<file path="src/sv/kmd_pkg.sv">
// kmd_pkg: shared field widths, reset constants and the event batch type
// for the key matrix debounce scanner
// no dependencies
package kmd_pkg;

   localparam int ROW_W    = 2;   // row_index field
   localparam int LVL_W    = 4;   // column_levels field
   localparam int TIME_W   = 32;  // now_ms, change times, debounce setting
   localparam int KEY_W    = 4;   // key_index field
   localparam int MAP_W    = 16;  // pressed_map field
   localparam int MAX_COLS = 16;  // widest column count the batch type carries

   localparam logic [TIME_W-1:0] DEBOUNCE_RESET = 32'd50;

   // one evaluated row request handed to the event serializer
   typedef struct packed {
      logic [MAX_COLS-1:0] hit;      // columns whose change was accepted
      logic [MAX_COLS-1:0] pressed;  // new debounced level per column
      logic [ROW_W-1:0]    row;
      logic [MAP_W-1:0]    map;      // pressed map before this row's events
   } batch_type;

endpackage

</file>
<file path="src/sv/kmd_row_mem.sv">
// kmd_row_mem: change time memory, one row of column times per entry,
// with row valid bits and write-to-read forwarding; uses kmd_pkg
module kmd_row_mem #(
   parameter int ROWS = 4,
   parameter int COLS = 4
) (
   input  logic                                   clock,
   input  logic                                   reset,
   input  logic [((ROWS > 1) ? $clog2(ROWS) : 1)-1:0] rd_addr,
   input  logic                                   wr_en,
   input  logic [((ROWS > 1) ? $clog2(ROWS) : 1)-1:0] wr_addr,
   input  logic [COLS*kmd_pkg::TIME_W-1:0]        wr_data,
   output logic [COLS*kmd_pkg::TIME_W-1:0]        rd_data
);

   localparam int DATA_W = COLS * kmd_pkg::TIME_W;

   logic [DATA_W-1:0] ram [ROWS];
   logic [DATA_W-1:0] q_ff;
   logic [DATA_W-1:0] wdata_ff;
   logic [ROWS-1:0]   valid_ff;
   logic              rv_ff;
   logic              fwd_ff;
   logic              same_row;

   assign same_row = wr_en && (wr_addr == rd_addr);

   always_ff @(posedge clock) begin
      if (wr_en) begin
         ram[wr_addr] <= wr_data;
      end
      q_ff     <= ram[rd_addr];
      wdata_ff <= wr_data;
   end

   // a row never written reads as all zero times
   always_ff @(posedge clock) begin
      if (reset) begin
         valid_ff <= '0;
         rv_ff    <= 1'b0;
         fwd_ff   <= 1'b0;
      end else begin
         if (wr_en) begin
            valid_ff[wr_addr] <= 1'b1;
         end
         rv_ff  <= valid_ff[rd_addr] | same_row;
         fwd_ff <= same_row;
      end
   end

   assign rd_data = !rv_ff ? '0 : (fwd_ff ? wdata_ff : q_ff);

endmodule

</file>
<file path="config.mk">
export PLATFORM = sky130hd
export DESIGN_NAME = kmd_row_mem
export DESIGN_NICKNAME = d
export VERILOG_FILES = /design/src/sv/kmd_pkg.sv /design/src/sv/kmd_row_mem.sv
export SDC_FILE = /design/constraint.sdc
export NUM_CORES = 1
export LEC_CHECK = 0
export BUFFER_PORTS_ARGS = -buffer_cell sky130_fd_sc_hd__clkbuf_2
export CAP_MARGIN = 20
export CORE_ASPECT_RATIO = 0.6
export CORE_UTILIZATION = 44
export DETAILED_ROUTE_END_ITERATION = 8
export PLACE_DENSITY = 0.77
export SLEW_MARGIN = 5
export SYNTH_ARGS = -nofsm -noshare
export SYNTH_HDL_FRONTEND = slang
export SYNTH_SLANG_ARGS = --single-unit
</file>
<file path="constraint.sdc">
create_clock -name clock -period 12.2 [get_ports clock]
set_input_delay 2.44 -clock clock [delete_from_list [all_inputs] [get_ports clock]]
set_output_delay 2.44 -clock clock [all_outputs]
set_load 0.005 [all_outputs]
</file>
==> After elaboration in Yosys (flattened, before gate mapping) <==
Memories as Yosys holds them, arrays and structs flattened. A register that Yosys moved wholly into a read port is not among the register bits.
Cells that the tools add are included.
W data, S select, Z words.
{ "classes": {"addsub": 0, "mul": 0, "div": 0, "magnitude_cmp": 3, "n_eq_ne": 1, "shifts": 0, "n_mux": 8, "bitwise_logic": 2, "reduce_logical": 2} }
{ "ops": {"columns": ["cell", "count"], "rows": [
  ["$mux W128", 2],
  ["$lt A2 B3 Y1 const B", 2],
  ["$mux W1", 4],
  ["$or A4 B4 Y4", 1],
  ["$bmux W1 S2", 1],
  ["$demux W1 S2", 1],
  ["$eq A2 B2 Y1", 1],
  ["$ge A2 B1 Y1 const B", 1],
  ["$logic_and A1 B1 Y1", 2],
  ["$or A1 B1 Y1", 1]
]} }
{ "word_totals": {"register_bits": 134, "latch_bits": 0, "ramBits": 512, "mem_bits_ro": 0, "input_bits": 135, "elab_cells": 21, "mem_count": 1} }
{ "memory_table": {"columns": ["memory", "depth", "word_bits", "read_ports", "rd_ports_with_merged_regs", "wr", "line", "text"], "rows": [
  ["ram", 4, 128, 1, 1, 1, "kmd_row_mem.sv:18", "logic [DATA_W-1:0] ram [ROWS];"]
]} }

==> Depth between registers and ports, before layout <==
Gate-level depths: netlist of run 1.
{ "logic_depth": {"ltp_word": 5, "depth_mapped": 4, "ltp_nobuf": 2} }

==> Worst setup path before layout of run 1 <==
No wires, ideal clock.
{ "synth_timing": {"kind": "input-to-reg", "start": "in wr_addr[0] (netlist name)", "end": "mem ram[0][0] (netlist name), enable pin", "setup_ns": 0.803, "arrival_time_ns": 11.795, "required_time_ns": 11.397, "setup_slack_ns": -0.398, "cell_stages": 1, "path_cell_list": "nor3b_1"} }
{ "synth_rtl": {"columns": ["element", "line", "text"], "rows": [
  ["from (decl)", "kmd_row_mem.sv:11", "input logic [((ROWS > 1) ? $clog2(ROWS) : 1)-1:0] wr_addr,"],
  ["to (decl)", "kmd_row_mem.sv:18", null]
]} }
No word-level cell before the write port.

==> Worst setup path in the final report of run 1 <==
{ "layout_timing": {"start": "reg fwd_ff", "end": "out rd_data[108] (netlist name)"} }
{ "layout_via": {"elab_chain_cells": 2} }
{ "layout_rtl": {"columns": ["element", "line", "text"], "rows": [
  ["from (decl)", "kmd_row_mem.sv:23", "logic fwd_ff;"],
  ["from (signal assigned)", "kmd_row_mem.sv:47", "fwd_ff <= same_row;"],
  ["$mux W128 (2 in a row)", "kmd_row_mem.sv:51", "assign rd_data = !rv_ff ? '0 : (fwd_ff ? wdata_ff : q_ff);"],
  ["to (decl)", "kmd_row_mem.sv:13", "output logic [COLS*kmd_pkg::TIME_W-1:0] rd_data"]
]} }
No other way between the ends.

==> results of run 1 <==
logic make-up (layout without fill, tap and decap cells):
| group | after synthesis | count (layout) |
|---|---|---|
| DFF | 774 | 774 |
| and+or+nand+nor | 134 | 134 |
| AOI/OAI and AO/OA | 5 | 5 |
| muxes | 257 | 257 |
| other | 0 | 1 |
| buffers and inverters | 60 | 403 |
| xor gates and xnor gates | 2 | 2 |
path summary, 6_finish.rpt:
kind	startpoint	end	slack [ns]	depth (start not counted)
setup / recovery	fwd_ff	rd_data[108]	6.89	4
hold / removal	valid_ff[2]	valid_ff[2]	0.47	1
setup reg to reg	valid_ff[3]	rv_ff	11.11	2
hold reg to reg	valid_ff[2]	valid_ff[2]	0.47	1
area by class of cell:
type,count,area (µm²),area share
diodes,1,2.502,0.00008237
clock buffers,94,1913,0.06297
clock inverters,32,322.8,0.01063
inverters,3,16.27,0.0005354
multi-input cells,398,5105,0.1680
flip-flops and latches,774,20630,0.6790
well taps,770,963.4,0.03171
repair buffers,274,1430,0.04707
worst max-delay path, delay by kind of cell, from the launching register on:
kind | cells | cell delay (ns)
buffers and inverters | 2 | 0.92
flip-flops | 1 | 0.79
multiplexers | 1 | 0.38
AND/OR/NAND/NOR | 1 | 0.09
state kept, by name, indices dropped and copies added (netlist names):
name / cells
ram: 512
q_ff: 128
wdata_ff: 128
valid_ff: 4
fwd_ff: 1
rv_ff: 1
cells in the mapped netlist:
cell / count / area share
buf_2: 23 / 0.0044
buf_6: 2 / 0.00086
a32o_1: 1 / 0.00038
buf_12: 11 / 0.0084
edfxtp_1: 512 / 0.59
and3_1: 2 / 0.00048
nand3b_1: 1 / 0.00029
xnor2_1: 2 / 0.00067
mux4_2: 129 / 0.11
o21a_1: 3 / 0.00086
dfxtp_1: 262 / 0.20
nor2b_1: 129 / 0.031
clkbuf_1: 16 / 0.0023
and3b_1: 1 / 0.00033
inv_1: 3 / 0.00043
buf_8: 1 / 0.00057
buf_1: 1 / 0.00014
buf_4: 3 / 0.00086
mux2i_1: 128 / 0.049
a21oi_1: 1 / 0.00019
nor3b_1: 1 / 0.00029
routing by layer:
| layer | global-route usage | vias to the layer above |
|---|---|---|
| met5 | 0 | - |
| met4 | 0.04382 | 8 |
| met3 | 0.03960 | 69 |
| met2 | 0.2581 | 294 |
| met1 | 0.2249 | 6140 |
| li1 | - | 5359 |
per-stage QoR:
stage	total power (W)	hold slack [ns]	worst slack [ns]	cells	utilization
floorplan	0.003217	0.4164	4.242	1232	-
global placement	0.003319	0.4343	7.399	2219	0.4843
detailed placement	0.003336	0.4505	7.364	2219	0.4843
CTS	0.005473	0.4654	6.786	2345	0.5228
global route	0.005605	0.4758	6.677	2346	0.5228
finish	0.005413	0.4686	6.893	2346	0.5228
power breakdown:
group	total [W]	internal [W]	switching [W]
logic	0.000274	0.000132	0.000142
clock network	0.00214	0.00122	0.000924
registers	0.00300	0.00295	0.0000481
total	0.00541	0.00430	0.00111
==> impl_results.md, run 1 <==
* CTS buffer count at 69
* Simple-gate share of the synthesized area at 0.03222
* Largest net degree at the start of global routing at 130
* Worst hold path class: flop to flop
* Worst Skew at slightly below 0.02 ns
* Met3 WL at around 2600 µm
* Highest-count cells in the layout ignoring fill and taps: edfxtp_1 (512), clkbuf_2 (260), dfxtp_1 (260)
* Met1 wire length at 22,020 µm
* Sum Neg Setup Slack at 0 ns
* Final-stage net count at approximately 1,700
* Critical path's slowest cell: buf_4
* Final GP Congestion at 0.7184
* Vias in the first global route at roughly 12,000
* Core area at about 0.058 mm²
* Multiplexer share of the synthesized area at 0.1599
* Post-route cell area at 0.03038 mm²
* Worst Path Required at roughly 10 ns
* Filler cells at between 4,000 and 5,000
* Initial antenna violation count at 5
* Vias per cell at slightly above 5
* Cell Pwr Density at around 180 mW/mm²
* Seq/Total Area, Yosys at 0.7878
* Layout area overhead at 16.07%
* Most common cell after layout, fill and taps aside: edfxtp_1
* Routed wire length at ~49,000 µm
* Clock Tree Root: clkbuf_16
* Clk Latency, worst-skew pair at 0.59 ns
* Max Cap Viol at 0
* Clock Sink Count at about 770
* Syn avg cell area at roughly 21 µm²
* Setup Fix Bufs, Post-CTS at 0
* Static leakage at 10.66 nW
* Largest family of logic cells by synthesized area: multiplexers
* Synthesis warning total at 0
* Slew @ Worst Pin at 0.9715 ns
* Hold_buf cts at 0
* Core Rows at 68
* CTS H-tree lvls at 3
* Post-Syn Instances at between 1,000 and 1,500
* Placed cell area at between 0.02 and 0.03 mm²
* Max Root-Sink Buffers at 3
* Crit Path Category: flop to output pin
* CTS tree: built
* Die area at between 0.06 and 0.07 mm²
* VDD IR-drop max at about 0.00012 V
* Uppermost routed layer: met5
* Final period util at 0.4350
* Synthesized net count at approximately 1,400
* Slew HR at 0.3523
* DRT Pass-1 Iters at 4
* Fmax at 0.1884 GHz
* Overflow after GRT at 0
* Worst EP arrival at between 2 and 3 ns
* Compound-gate portion of the synthesized area at 0.001434
* GRT Resource Usage Total at 0.1626
* Unique cell type count in the Yosys netlist at 21
* Clock Pin Slew Worst Setup and Hold Paths at 0.06 ns
* 1st-iter DRT viols at 760
* Vias at between 10,000 and 15,000
* XOR/XNOR share of the synthesized area at 0.0006692
* Pins Over Slew Limit at 0
* Global-route wire length before repair at ~73,000 µm
* Crit path largest cell delay at about 0.80 ns
* Die height at between 150 and 200 µm
* Crit end category: output pin
* Flops & latches, synth at approximately 770
* Crit-path cells: buf_4, mux2i_1, nor2b_1, clkbuf_2
* Final hold vios at 0
* I/O pins at 263
* Synthesized area at around 0.026 mm²
* Die W at 316.9 µm
* Worst Path Max Fanout at 47
* ANT nets after route at 0
* DR WL met2 at between 20,000 and 25,000 µm
* Cts repair resizes at 0
* Port bufs at approximately 260
* Minimum clock period at around 5.3 ns
* Initial Util at 0.4504
* Adder-Cell Fraction of Synth Area at 0
* Layout cells sized above 1 at 0.3232
* Crit path launch type: flop
* Setup violators final at 0
* DRC violations left at 0
* Status: complete, no violations
* Avg WL per Cell at approximately 21 µm
* DP HPWL at around 27,000 µm
* RSZ-0062 raised after global routing: false
(Power assumes the default switching activity.)
==> inputs of run 2 (changes only) <==
--- a/config.mk
+++ b/config.mk
@@ -10,7 +10,7 @@
 export CORE_ASPECT_RATIO = 0.6
 export CORE_UTILIZATION = 44
 export DETAILED_ROUTE_END_ITERATION = 8
-export PLACE_DENSITY = 0.77
+export PLACE_DENSITY = 0.74
 export SLEW_MARGIN = 5
 export SYNTH_ARGS = -nofsm -noshare
 export SYNTH_HDL_FRONTEND = slang
==> constraint.sdc (replaced) <==
create_clock -name clock -period 5.08 [get_ports clock]
set_input_delay 1.016 -clock clock [delete_from_list [all_inputs] [get_ports clock]]
set_output_delay 1.016 -clock clock [all_outputs]
set_load 0.005 [all_outputs]
==> run 2 against run 1 <==
Against the previous run: sequential power increased by 140%; register-to-register slack got worse by 7.1 ns; clock power grew 140%; sequential cell count unchanged; cell area increased by 0.50%; clock skew down 0.00053 ns; sequential share of layout area shrank 0.34 points; global-route usage down 0.20 points; hold slack worse by 0.011 ns; power increased by 140%; combinational power up 140%.
==> impl_results.md, run 2 (same netlist as run 1, synthesis figures left out) <==
* Status: complete, no violations
* Crit Path Category: flop to output pin
* Max Root-Sink Buffers at 3
* Hold Crit Depth at 2
* Fmax at 0.2753 GHz
* Core Rows at 68
* Crit end category: output pin
* Die area at 0.06050 mm²
* Top flop regs: ram (512), q_ff (128), wdata_ff (128)
* Initial Util at 0.4504
* Vias at around 12,000
* Crit path buffers/inverters at 2
* CP startpoint: fwd_ff
* CTS tree: built
* DP HPWL at roughly 27,000 µm
* Clock Sink Count at slightly below 800
* Crit path depth at 4
* Worst Setup EP: rd_data[86]
* Vias per cell at 5.026
* Global-route wire length before repair at between 70,000 and 80,000 µm
* R2R Setup Slk at about 4.0 ns
* Core area at roughly 0.058 mm²
* Worst Path Required at 4.06 ns
* Most common cell after layout, fill and taps aside: edfxtp_1
* RSZ-0062 raised after global routing: false
* Cts repair resizes at 0
* Static leakage at about 11 nW
* Avg WL per Cell at about 20 µm
* I/O pins at about 260
* CTS buffer count at a little under 70
* Vias in the first global route at roughly 12,000
* Final period util at 0.7151
* Final core occ at 0.5254
* Worst Skew at roughly 0.019 ns
* Initial antenna violation count at 3
* Sw power at about 0.0027 W
* Clk Latency, worst-skew pair at around 0.6 ns
* Final WS setup at 1.447 ns
* CTS H-tree lvls at 3
* Minimum clock period at roughly 3.6 ns
* Die W at roughly 320 µm
* GRT Resource Usage Total at 0.1606
* Pins Over Slew Limit at 0
* Clock Pin Slew Worst Setup and Hold Paths at ~0.060 ns
* Worst Path Max Fanout at 47
* Final hold vios at 0
* Slew HR at 0.3138
* Filler cells at around 4,500
* Setup Fix Bufs, Post-CTS at 0
* Sum Neg Setup Slack at 0 ns
* Final GP Congestion at around 0.7
* Post-route cell area at 0.03053 mm²
* Largest delay share family, worst path: flip-flops
* Largest register FFs at approximately 500
* DRC violations left at 0
* Layout area overhead at 16.65%
* Clk pwr share at 0.399
* Int Pwr at approximately 0.010 W
* ANT nets after route at 0
* 1st-iter DRT viols at 714
* FF-to-FF path depth at 2
* Final-stage net count at 1,659
* Die height at roughly 190 µm
* DRT Pass-1 Iters at 5
* VDD IR-drop max at between 0.0002 and 0.00025 V
* Reg-to-Reg Start: valid_ff[3]
* Reg2Reg Capture Point: rv_ff
* Port bufs at around 260
* Clock Tree Root: clkbuf_16
* Worst EP arrival at 2.62 ns
* Crit path launch type: flop
* Max Cap Viol at 0
* Layout cells sized above 1 at 0.3259
* Combinational share of power at 0.050
* Overflow after GRT at 0
* Placed cell area at around 0.028 mm²
* Highest-count cells in the layout ignoring fill and taps: edfxtp_1 (512), clkbuf_2 (260), dfxtp_1 (260)
* Largest net degree at the start of global routing at 130
* Crit path largest cell delay at ~1 ns
* Routed wire length at between 40,000 and 50,000 µm
* Cell Pwr Density at between 400 and 500 mW/mm²
* Post-place setup slack at around 2 ns
* Sequential power share at 0.551
* Critical path's slowest cell: dfxtp_4
* Top reg by flops: ram
* Slew @ Worst Pin at around 1 ns
* WHS at 0.4573 ns
* Worst hold path class: flop to flop
* Setup violators final at 0
* Crit-path cells: buf_4, mux2i_1, nor2b_1, clkbuf_2
* Net Sw Frac at 0.2037
* Hold_buf cts at 0
## run 2: worst min path at each step
stage	end	slack, ns	startpoint
6_report	valid_ff[1]	0.46	valid_ff[1]
3_3_place_gp	valid_ff[2]	0.44	valid_ff[2]
2_1_floorplan	valid_ff[1]	0.42	valid_ff[1]
3_5_place_dp	valid_ff[2]	0.46	valid_ff[2]
4_1_cts	valid_ff[1]	0.47	valid_ff[1]
5_1_grt	valid_ff[1]	0.49	valid_ff[1]
## run 2: through the flow
step	total power, W	std cells
after floorplan	0.007724	1232
after global placement	0.007975	2222
after detailed placement	0.008017	2223
after CTS	0.01326	2350
after global routing	0.01356	2350
final	0.01309	2353
## run 2: cell type report
class                      count  area, µm²  area share
clock buffer                  92       1906     0.06241
tap                          770      963.4     0.03155
inverter                       3      16.27   0.0005327
sequential                   774      20630      0.6756
antenna                        3      7.507   0.0002459
timing repair buffer         278       1530     0.05012
clock inverter                35      377.9     0.01238
multi-input combinational    398       5105      0.1672
## run 2: worst register-to-register path, delay by kind of cell, from the launching register on
| kind | cells | cell delay [ns] |
|---|---|---|
| AOI/OAI and AO/OA | 1 | 0.20 |
| muxes | 1 | 0.45 |
| DFF | 1 | 0.31 |
## run 2: per-layer routing
metal	up-vias	wire length, µm	global-route usage	part of all wire
met5	-	31	0	0.00065
met4	4	815	0.04456	0.017
met3	68	2203	0.03537	0.046
met2	256	23100	0.2567	0.48
met1	6129	21880	0.2226	0.46
li1	5369	-	-	-
## run 2: power by group through the flow
stage | Sequential (W) | Combinational, W | Clock [W]
floorplan | 0.00729 | 0.000433 | 0
global placement | 0.00733 | 0.000648 | 0
detailed placement | 0.00735 | 0.000671 | 0
CTS | 0.00721 | 0.000673 | 0.00537
global route | 0.00724 | 0.000716 | 0.00560
finish | 0.00721 | 0.000654 | 0.00522
==> inputs of run 3 (changes only) <==
--- a/config.mk
+++ b/config.mk
@@ -10,7 +10,7 @@
 export CORE_ASPECT_RATIO = 0.6
 export CORE_UTILIZATION = 44
 export DETAILED_ROUTE_END_ITERATION = 8
-export PLACE_DENSITY = 0.74
+export PLACE_DENSITY = 0.77
 export SLEW_MARGIN = 5
 export SYNTH_ARGS = -nofsm -noshare
 export SYNTH_HDL_FRONTEND = slang
==> constraint.sdc (replaced) <==
create_clock -name clock -period 3.15 [get_ports clock]
set_input_delay 0.63 -clock clock [delete_from_list [all_inputs] [get_ports clock]]
set_output_delay 0.63 -clock clock [all_outputs]
set_load 0.005 [all_outputs]
==> run 3 against run 2 <==
Against the previous run: core utilization grew 0.11 points; highest routed layer unchanged; critical path type unchanged; via count grew 0.94%; largest cell class unchanged; sequential cell count is the same; wire length grew 1.1%; non-clock buffer count grew 4.
==> impl_results.md, run 3 (same netlist as run 1, synthesis figures left out) <==
* Filler cells at around 4,500
* Fmax at between 0.3 and 0.4 GHz
* Hold_buf cts at 0
* Crit Path Category: flop to output pin
* Reg-to-Reg Start: valid_ff[1]
* Vias per cell at 5.071
* CTS H-tree lvls at 3
* Crit path launch type: flop
* R2R Setup Slk at ~2.0 ns
* Status: complete, no violations
* Worst Path Max Fanout at between 40 and 50
* Initial antenna violation count at 5
* Max Root-Sink Buffers at 3
* Minimum clock period at ~2.7 ns
* Clock Sink Count at between 700 and 800
* FF/Latch Area at 0.02063 mm²
* Final-stage net count at roughly 1,700
* RSZ-0062 raised after global routing: false
* Initial Util at 0.4504
* Largest delay share family, worst path: flip-flops
* Multi-input gate area at between 0.005 and 0.006 mm²
* Clock Tree Root: clkbuf_16
* ANT nets after route at 0
* Die area at 0.06050 mm²
* Worst Path Required at 2.52 ns
* Port bufs at roughly 260
* Clk Latency, worst-skew pair at a little under 0.6 ns
* Largest net degree at the start of global routing at 81
* Top reg by flops: ram
* Max Cap Viol at 0
* HP Start: wr_data[88]
* Avg WL per Cell at around 21 µm
* Setup violators final at 0
* Slew @ Worst Pin at 0.5704 ns
* Crit-path cells: buf_12, mux2i_1, nor2b_1, clkbuf_2
* Die height at 190.9 µm
* Most common cell after layout, fill and taps aside: edfxtp_1
* Worst Skew at 0.01538 ns
* CTS tree: built
* Layout cells sized above 1 at 0.3291
* Final period util at 0.8613
* GRT Resource Usage Total at 0.1622
* Vias at ~12,000
* Setup Fix Bufs, Post-CTS at 0
* I/O pins at 263
* Highest-count cells in the layout ignoring fill and taps: edfxtp_1 (512), clkbuf_2 (260), dfxtp_1 (260)
* Post-route cell area at ~0.03 mm²
* Slew HR at 0.6197
* Worst hold path class: input pin to flop
* VDD IR-drop max at around 0.00046 V
* Core Rows at 68
* Worst EP arrival at 2.08 ns
* Vias in the first global route at between 10,000 and 15,000
* Core area at between 0.05 and 0.06 mm²
* Clock Pin Slew Worst Setup and Hold Paths at around 0.06 ns
* FF-to-FF path depth at 2
* Cell Pwr Density at just under 700 mW/mm²
* Final GP Congestion at between 0.7 and 0.8
* Crit path largest cell delay at 0.57 ns
* Die W at approximately 320 µm
* DP HPWL at roughly 27,000 µm
* Reg2Reg Capture Point: rv_ff
* Cts repair resizes at 0
* Crit path buffers/inverters at 2
* Overflow after GRT at 0
* Hold Crit Depth at 1
* Pins Over Slew Limit at 0
* Layout area overhead at 16.90%
* 1st-iter DRT viols at between 600 and 700
* Final core occ at 0.5265
* Placed cell area at approximately 0.028 mm²
* Sink of the worst hold path: wdata_ff[88]
* DRC violations left at 0
* DRT Pass-1 Iters at 5
* Routed wire length at ~49,000 µm
* CTS buffer count at 68
* Global-route wire length before repair at approximately 73,000 µm
* Critical path's slowest cell: dfxtp_4
* Crit end category: output pin
* Final hold vios at 0
* Largest register FFs at about 510
* Static leakage at 10.74 nW
* Top flop regs: ram (512), q_ff (128), wdata_ff (128)
-- run 3: cell type report --
type / instances / share of cell area
multi-input combinational: 398 / 0.1668
clock inverter: 30 / 0.007974
clock buffer: 96 / 0.06375
timing repair buffer: 282 / 0.05524
sequential: 774 / 0.6741
inverter: 3 / 0.0004907
tap: 770 / 0.03149
antenna: 1 / 0.00008178
-- run 3: worst register-to-register path: cells and delay by family, from the launching register on --
kind | cells | cell delay (ns)
mux | 1 | 0.44
flops | 1 | 0.32
compound gates | 1 | 0.22
-- run 3: how the worst max path moves through the flow --
| stage | from | to | slack [ns] | depth (start not counted) |
|---|---|---|---|---|
| after floorplan | wr_en | ram[0][0] | -1.20 | 1 |
| after global placement | fwd_ff | rd_data[121] | 1.01 | 4 |
| after detailed placement | fwd_ff | rd_data[111] | 0.98 | 4 |
| after CTS | fwd_ff | rd_data[111] | 0.34 | 4 |
| after global routing | fwd_ff | rd_data[36] | 0.30 | 4 |
| final | fwd_ff | rd_data[111] | 0.44 | 4 |
-- run 3: layer usage --
layer,track usage,routed length [µm],up-vias
met3,0.03938,2704,59
met1,0.2190,21420,6195
met4,0.04179,703,4
met2,0.2645,23690,301
met5,0,20,-
li1,-,-,5378
-- run 3: per-stage QoR --
stage / hold WS [ns] / setup TNS, ns / setup WS, ns / power, W / std cells
5_1_grt: 0.1548 / 0 / 0.2975 / 0.02154 / 2353
3_5_place_dp: 0.4527 / 0 / 0.9823 / 0.01295 / 2227
6_report: 0.1910 / 0 / 0.4369 / 0.02080 / 2354
2_1_floorplan: 0.4164 / -154.64 / -1.199 / 0.01245 / 1232
4_1_cts: 0.1412 / 0 / 0.3384 / 0.02104 / 2353
3_3_place_gp: 0.4324 / 0 / 1.005 / 0.01288 / 2227
-- run 3: power by group --
part           switching (W)  internal, W
combinational       0.000568     0.000536
sequential          0.000180       0.0114
clock                0.00356      0.00454
